File: src/hw/rtl/tdpt_pkg.sv
// Shared constants for the trial-division prime test unit.
package tdpt_pkg;

  localparam int DATA_WIDTH_DEF = 32;
  localparam int WHEEL_FIRST    = 5;
  localparam int WHEEL_STEP     = 6;
  localparam int WHEEL_PAIR     = 2;
  localparam int SMALL_PRIME    = 3;

endpackage

File: src/hw/rtl/trial_division_prime_test_unit.sv
// Trial-division (6k-1 / 6k+1) primality test with one shared serial divider.
//
//   channel | ports              | word contents
//   --------+--------------------+--------------------------------------
//   input   | in_tvalid/tready   | tdata: number (signed, DATA_WIDTH)
//   result  | out_tvalid/tready  | tdata: prime_flag (bit 0)
//
// Each remainder is worked out bit by bit in the restoring divider; each
// wheel pair costs one bound check plus two remainders.
// Negatives, 0..3 and even numbers skip the divider and go straight to ST_FIN.
// rst_n is synchronous and active low; it clears the sequencer and out_tvalid.
// in_tready is high only while the sequencer is idle; a waiting result
// does not block the next input word.
module trial_division_prime_test_unit #(
  parameter int DATA_WIDTH = tdpt_pkg::DATA_WIDTH_DEF
) (
  input  logic                                  clk,
  input  logic                                  rst_n,
  input  logic                                  in_tvalid,
  output logic                                  in_tready,
  input  logic [((DATA_WIDTH + 7) / 8) * 8 - 1:0] in_tdata,  // [DATA_WIDTH-1:0] number
  output logic                                  out_tvalid,
  input  logic                                  out_tready,
  output logic [7:0]                            out_tdata  // [0] prime_flag
);
  import tdpt_pkg::*;

  localparam int CW = $clog2(DATA_WIDTH);

  typedef enum logic [2:0] {
    ST_IDLE,
    ST_DIV3,
    ST_CHECK,
    ST_DIV,
    ST_FIN
  } state_t;

  state_t                state_r, state_nxt;
  logic [DATA_WIDTH-1:0] n_r, n_nxt;
  logic [DATA_WIDTH-1:0] base_r, base_nxt;
  logic [DATA_WIDTH:0]   sq_r, sq_nxt;
  logic [DATA_WIDTH-1:0] div_r, div_nxt;
  logic [DATA_WIDTH-1:0] rem_r, rem_nxt;
  logic [CW-1:0]         cnt_r, cnt_nxt;
  logic                  phase_r, phase_nxt;
  logic                  flag_r, flag_nxt;
  logic                  out_valid_r, out_valid_nxt;
  logic                  out_flag_r, out_flag_nxt;

  logic [DATA_WIDTH-1:0] num;
  logic [DATA_WIDTH:0]   rem_sh;
  logic [DATA_WIDTH:0]   diff;
  logic [DATA_WIDTH-1:0] rem_step;
  logic [DATA_WIDTH-1:0] base_next;
  logic [DATA_WIDTH:0]   sq_inc;

  assign num      = in_tdata[DATA_WIDTH-1:0];
  assign rem_sh   = {rem_r, n_r[cnt_r]};
  assign diff     = rem_sh - {1'b0, div_r};
  assign rem_step = diff[DATA_WIDTH] ? rem_sh[DATA_WIDTH-1:0] : diff[DATA_WIDTH-1:0];
  assign base_next = base_r + DATA_WIDTH'(WHEEL_STEP);
  // (b+6)^2 = b^2 + 12b + 36
  assign sq_inc   = ({1'b0, base_r} << 3) + ({1'b0, base_r} << 2)
                  + (DATA_WIDTH + 1)'(WHEEL_STEP * WHEEL_STEP);

  assign in_tready  = (state_r == ST_IDLE);
  assign out_tvalid = out_valid_r;
  assign out_tdata  = {7'd0, out_flag_r};

  always_comb begin
    state_nxt     = state_r;
    n_nxt         = n_r;
    base_nxt      = base_r;
    sq_nxt        = sq_r;
    div_nxt       = div_r;
    rem_nxt       = rem_r;
    cnt_nxt       = cnt_r;
    phase_nxt     = phase_r;
    flag_nxt      = flag_r;
    out_valid_nxt = out_valid_r && !out_tready;
    out_flag_nxt  = out_flag_r;
    case (state_r)
      ST_IDLE: begin
        if (in_tvalid) begin
          n_nxt     = num;
          div_nxt   = DATA_WIDTH'(SMALL_PRIME);
          rem_nxt   = '0;
          cnt_nxt   = CW'(DATA_WIDTH - 1);
          state_nxt = ST_FIN;
          if (num[DATA_WIDTH-1] || num <= DATA_WIDTH'(1)) begin
            flag_nxt = 1'b0;
          end else if (num <= DATA_WIDTH'(SMALL_PRIME)) begin
            flag_nxt = 1'b1;
          end else if (!num[0]) begin
            flag_nxt = 1'b0;
          end else begin
            state_nxt = ST_DIV3;
          end
        end
      end
      ST_DIV3: begin
        rem_nxt = rem_step;
        cnt_nxt = cnt_r - 1'b1;
        if (cnt_r == '0) begin
          if (rem_step == '0) begin
            flag_nxt  = 1'b0;
            state_nxt = ST_FIN;
          end else begin
            base_nxt  = DATA_WIDTH'(WHEEL_FIRST);
            sq_nxt    = (DATA_WIDTH + 1)'(WHEEL_FIRST * WHEEL_FIRST);
            state_nxt = ST_CHECK;
          end
        end
      end
      ST_CHECK: begin
        rem_nxt   = '0;
        cnt_nxt   = CW'(DATA_WIDTH - 1);
        div_nxt   = base_r;
        phase_nxt = 1'b0;
        if (sq_r > {1'b0, n_r}) begin
          flag_nxt  = 1'b1;
          state_nxt = ST_FIN;
        end else begin
          state_nxt = ST_DIV;
        end
      end
      ST_DIV: begin
        rem_nxt = rem_step;
        cnt_nxt = cnt_r - 1'b1;
        if (cnt_r == '0) begin
          rem_nxt = '0;
          cnt_nxt = CW'(DATA_WIDTH - 1);
          if (rem_step == '0) begin
            flag_nxt  = 1'b0;
            state_nxt = ST_FIN;
          end else if (!phase_r) begin
            phase_nxt = 1'b1;
            div_nxt   = base_r + DATA_WIDTH'(WHEEL_PAIR);
          end else begin
            base_nxt  = base_next;
            sq_nxt    = sq_r + sq_inc;
            state_nxt = ST_CHECK;
          end
        end
      end
      ST_FIN: begin
        if (!out_valid_r || out_tready) begin
          out_valid_nxt = 1'b1;
          out_flag_nxt  = flag_r;
          state_nxt     = ST_IDLE;
        end
      end
      default: begin
        state_nxt = ST_IDLE;
      end
    endcase
  end

  always_ff @(posedge clk) begin
    if (!rst_n) begin
      state_r     <= ST_IDLE;
      out_valid_r <= 1'b0;
    end else begin
      state_r     <= state_nxt;
      out_valid_r <= out_valid_nxt;
    end
    n_r        <= n_nxt;
    base_r     <= base_nxt;
    sq_r       <= sq_nxt;
    div_r      <= div_nxt;
    rem_r      <= rem_nxt;
    cnt_r      <= cnt_nxt;
    phase_r    <= phase_nxt;
    flag_r     <= flag_nxt;
    out_flag_r <= out_flag_nxt;
  end

endmodule

File: config.mk
export PLATFORM = sky130hd
export DESIGN_NAME = trial_division_prime_test_unit
export DESIGN_NICKNAME = d
export VERILOG_FILES = /design/src/hw/rtl/tdpt_pkg.sv /design/src/hw/rtl/trial_division_prime_test_unit.sv
export SDC_FILE = /design/constraint.sdc
export NUM_CORES = 1
export LEC_CHECK = 0
export BUFFER_PORTS_ARGS = -buffer_cell sky130_fd_sc_hd__buf_4
export CAP_MARGIN = 10
export CORE_MARGIN = 3
export CORE_UTILIZATION = 45
export DETAILED_ROUTE_END_ITERATION = 8
export GPL_TIMING_DRIVEN = 0
export PLACE_DENSITY_LB_ADDON = 0.05
export SETUP_SLACK_MARGIN = 0.15
export SKIP_CTS_REPAIR_TIMING = 1
export SYNTH_ARGS = -nofsm -noshare
export SYNTH_HDL_FRONTEND = slang
export SYNTH_SLANG_ARGS = --single-unit
File: constraint.sdc
create_clock -name clk -period 8.9 [get_ports clk]
set_input_delay 0.445 -clock clk [delete_from_list [all_inputs] [get_ports clk]]
set_output_delay 0.445 -clock clk [all_outputs]
set_load 0.01 [all_outputs]
* Word level (Yosys, flattened, before mapping)
Index checks and enable logic that the tools add are counted.
Cells by class: multiplexer cells 51, equal/unequal tests 17, add/subtract/negate cells 7, magnitude comparators 4, reductions and logical operators 22
Operators by type and width (count):
- 32-bit 2-to-1 mux | 12
- 33-bit 2-to-1 mux | 5
- 32-bit case mux with 4 select lines | 1
- 32-bit case mux with 3 select lines | 1
- 33-bit adder | 2
- 33-bit case mux with 2 select lines | 1
- 32-bit case mux with 2 select lines | 1
- 33-bit by 6-bit adder with 33-bit output (second input constant) | 1
- 33-bit by 32-bit greater-than comparator with 1-bit output | 1
- 3-bit 2-to-1 mux | 11
- 33-bit by 32-bit subtractor with 33-bit output | 1
- 32-bit by 2-bit adder with 32-bit output (second input constant) | 1
- 32-bit by 3-bit adder with 32-bit output (second input constant) | 1
- 32-bit by 1-bit <= comparator with 1-bit output (second input constant) | 1
- 32-bit by 2-bit <= comparator with 1-bit output (second input constant) | 1
- 32-bit logical NOT | 1
- 5-bit case mux with 4 select lines | 1
- 2-bit inequality test (second input constant) | 9
- 3-bit case mux with 5 select lines | 1
- 1-bit 2-to-1 mux | 12
- 6-bit AND reduction | 2
- 5-bit 2-to-1 mux | 2
- 5-bit AND reduction | 2
- 3-bit by 2-bit equality test with 1-bit output (second input constant) | 2
- 21 further kinds | 28
Word-level totals: bits of input ports 36, logic and storage cells 112, output and inout port bits 10, register bits after elaboration 173

* Depth between registers and ports, before layout
depth after elaboration 8, depth in mapped cells 20

* Least setup slack after synthesis
No wires, ideal clock.
path kind flip-flop to flip-flop, from register cnt_r[0], to register base_r[10], enable pin, arrival time 7.255 ns, buffers on the path 2, stages on the path, launching flop included 19, slack 1.165 ns, library setup time 0.480 ns, cell sequence edfxtp_1 -> buf_1 -> mux4_2 -> mux4_2 -> mux2_2 -> inv_1 -> ha_1 -> inv_1 -> fa_1 -> a211oi_2 -> o21ai_2 -> a31oi_2 -> a211o_1 -> a21oi_1 -> a211oi_1 -> xnor2_1 -> clkbuf_1 -> o21ai_0 -> nor2_1
Between the ends: cells in the longest elaborated chain, start to end 7
Ends and longest elaborated chain:
- start, declared | RTL line trial_division_prime_test_unit.sv:44 | logic [CW-1:0] cnt_r, cnt_nxt;
- start signal, assigned | RTL line trial_division_prime_test_unit.sv:172 | cnt_r <= cnt_nxt;
- 1-bit binary-select mux with 5-bit select | RTL line trial_division_prime_test_unit.sv:58 | assign rem_sh = {rem_r, n_r[cnt_r]};
- 1-bit 2-to-1 mux (implied by the code) | RTL line trial_division_prime_test_unit.sv:58
- 33-bit by 32-bit subtractor with 33-bit output | RTL line trial_division_prime_test_unit.sv:59 | assign diff = rem_sh - {1'b0, div_r};
- 32-bit 2-to-1 mux | RTL line trial_division_prime_test_unit.sv:60 | assign rem_step = diff[DATA_WIDTH] ? rem_sh[DATA_WIDTH-1:0] : diff[DATA_WIDTH-1:0];
- 32-bit logical NOT | RTL line trial_division_prime_test_unit.sv:105, trial_division_prime_test_unit.sv:133
- 2-bit inequality test (no line)
- 6-bit AND reduction (no line) *
- end signal, assigned | RTL line trial_division_prime_test_unit.sv:168 | base_r <= base_nxt;
- end, declared | RTL line trial_division_prime_test_unit.sv:40 | logic [DATA_WIDTH-1:0] base_r, base_nxt;
Every way passes the cells marked *; elsewhere a longest branch is shown, timed or not. The select of a mux whose other input is x is not followed. A chain may end at the register's enable or synchronous reset.

* Final worst setup path
from register cnt_r[0], to register div_r[11], enable pin
Between the ends: cells in the longest elaborated chain, start to end 7
Ends and longest elaborated chain:
- 1-bit binary-select mux with 5-bit select | RTL line trial_division_prime_test_unit.sv:58
- 1-bit 2-to-1 mux (implied by the code) | RTL line trial_division_prime_test_unit.sv:58
- 33-bit by 32-bit subtractor with 33-bit output | RTL line trial_division_prime_test_unit.sv:59
- 32-bit 2-to-1 mux | RTL line trial_division_prime_test_unit.sv:60
- 32-bit logical NOT | RTL line trial_division_prime_test_unit.sv:133 | if (rem_step == '0) begin
- 2-bit inequality test (no line)
- 5-bit AND reduction (no line) *
- end signal, assigned | RTL line trial_division_prime_test_unit.sv:170 | div_r <= div_nxt;
- end, declared | RTL line trial_division_prime_test_unit.sv:42 | logic [DATA_WIDTH-1:0] div_r, div_nxt;
Marked as above.

==> impl_results.md <==
* Routed wire length at 33.9 mm
* Highest clock rate at 140 MHz
* Yosys reg bits at approximately 170
* Int Power at 2.59 mW
* Synth area leader: edfxtp_1
* TritonCTS clock tree: yes
* Post-place instance area at about 14000 sq um
* Post-DRT Antenna Nets at 0
* Register area share after synthesis at a little under two fifths
* Post-Syn Area at ~14000 sq um
* Port bufs at 38
* DRC viols at 0
* Wire per inst at about 18 um
* CP max FO at 18
* Layout cells sized above 1 at a little under a tenth
* Final WS setup at 1730 ps
* Most common cell in the netlist: edfxtp_1
* Layout Nets at 1668
* Peak VDD IR at 196 uV
* Top post-synthesis cells by count: edfxtp_1 (165), nor2_1 (152), ha_1 (150), nand2_1 (108), a21oi_1 (104)
* Outcome: finished clean
* Clock buffer count from CTS at 17
* Synth top area share at 36.7%
* Syn Inst Count at 1384
* Crit path arrival time at around 7300 ps
* Critical path capture point type: flop
* Core ar. at 29200 sq um
* Switching pwr at 2.32 mW
* Largest cells by area after synthesis: edfxtp_1 (37%), ha_1 (14%), fa_1 (4.4%)
* Later-pin clock latency in the skew report at between 400 and 500 ps
* CTS root buffer: clkbuf_16
* Period utilisation layout at 80.5%
* Clock buffer depth at 2
* Standard-cell row count at 62
* Synth Flop Type: edfxtp_1
* Clock Skew at 15.7 ps
* Starting Density at 46.3%
* TNS Setup at 0 ps
* Startpoint types: flop
* Pwr Total at 4.91 mW
* Hold WS at ~180 ps
* Final setup fails at 0
* Hold Path Class: in2reg
* Crit path time final at 7170 ps
* Placed cells at approximately 1800
* Pre-CTS WS at 1670 ps
* Vias in the first global route at 10100
* Die Area at around 32000 sq um
* Clock power share at 15.0%
* Worst setup path startpoint: cnt_r[0]
* H-tree levels at 4
* Netlist cell types at 90
* DR pass1 iterations at 6
* Drt first-iter violations at 661
* Hold path start: in_tdata[0]
* Ant diodes at 0
* DP HPWL at 27.2 mm
* RSZ-0062 raised after global routing: no
* Die Y at 179 um
* Final hold vios at 0
* Final Util at about half
* Combinational power share at 58.9%
* Leakage at 5.93 nW
* Design area at 15000 sq um
* Layout area overhead at 11.2%
* Flop pwr share at a little over a quarter
* Vias per inst at between 5 and 6
* Share of synthesized registers carrying an async set or reset at 0%
* Clk sinks at 169
* Worst Tran Pin Value at between 900 and 1000 ps
* Data required, critical path at 9050 ps
* Slew Limit Headroom at 36.4%
* Number of max-cap violations at 0
* PD cells at ~330 nW/um^2
* Synthesis Warnings at 0
* Initial antenna violation count at 0
* Critical path class: reg2reg
* Filler cells at 2781
* Pin count of the biggest net entering global routing at 30
* Non-filler instance count after layout at 1849
* Post-synth EDFFs at 165
* Via count at 10400
* First-pass GRT wire length at between 50 and 60 mm
* Grt ovf at 0
* Pins Over Slew Limit at 0
* Clock transition at path regs at 70 ps
* Worst reg2reg path startpoint: cnt_r[0]
* Gp weighted congestion at around 0.9
* Gr usage total at between 20% and 30%
* Syn_area_per_cell at 9.77 sq um
* Boundary pin count at 46
* Die width at 179 um
* Switching Share at 47.3%
placed cells by master (no fill, tap or decap), types with 32 or more instances in the layout:
cell type / instances
o21ai_0: 58
nand3_1: 42
a21oi_1: 103
a21o_1: 32
nor2_1: 151
xnor2_1: 46
ha_1: 150
buf_4: 47
inv_1: 96
nand2_1: 108
edfxtp_1: 165
xor2_1: 40
or3_1: 34
layer usage:
metal	global-route usage, %	share of wire, %	vias up
met5	0	0	-
met4	5.32	1.7	0
met3	2.12	2.9	42
met2	38.1	49	213
met1	28.5	46	5007
li1	-	-	5172
logic make-up after synthesis:
logic type,after synthesis,share of synthesized area [%]
XOR/XNOR,86,5.57
flip-flops,169,37.3
buffers and inverters,148,4.57
AND/OR/NAND/NOR,478,17.2
multiplexers,14,1.99
adder cells (fa/ha/maj),180,18.3
other,2,0.0556
AO/OA/AOI/OAI,307,15.0
critical path, cell delays in order (launching register included):
cell	delay [ps]
edfxtp_1	370
buf_1	550
mux4_2	610
mux4_2	490
mux2_2	380
inv_1	80
ha_1	150
inv_1	50
fa_1	440
a211oi_2	270
o21ai_2	160
a31oi_2	370
a211o_1	240
a21oi_1	90
a211oi_1	640
xnor2_1	350
clkbuf_1	560
o21ai_0	290
a21boi_4	530
buf_16	220
power groups by stage:
stage | clock network, mW | registers [mW] | logic, mW
final | 0.737 | 1.28 | 2.90
after global routing | 0.790 | 1.30 | 3.19
after CTS | 0.752 | 1.28 | 2.88
after detailed placement | 0 | 1.30 | 2.85
after global placement | 0 | 1.32 | 2.79
after floorplan | 0 | 1.27 | 2.07
flip-flops by register name (all words and copies together), names as in the netlist:
signal and cells:
out_flag_r 1, phase_r 1, out_tvalid 1, n_r 32, div_r 32, rem_r 32, sq_r 30, flag_r 1
state_r 3, base_r 31, cnt_r 5
cell type report:
class                   instances  area, sq um  share of cell area, %
multi-input cells            1073         7920                   52.7
flip-flops and latches        169         5030                   33.5
well taps                     384          480                   3.20
clock buffers                  17          425                   2.83
repair buffers                 43          395                   2.63
inverters                      96          360                   2.40
plain buffers                  52          258                   1.72
clock inverters                15          155                   1.03
final timing paths:
check	to	slack (ps)	cells past startpoint
worst max-delay path	div_r[11]	1730	19
worst min-delay path	n_r[0]	180	1
worst max register to register	div_r[11]	1730	19
worst min register to register	out_flag_r	420	0
(Power assumes the default switching activity.)
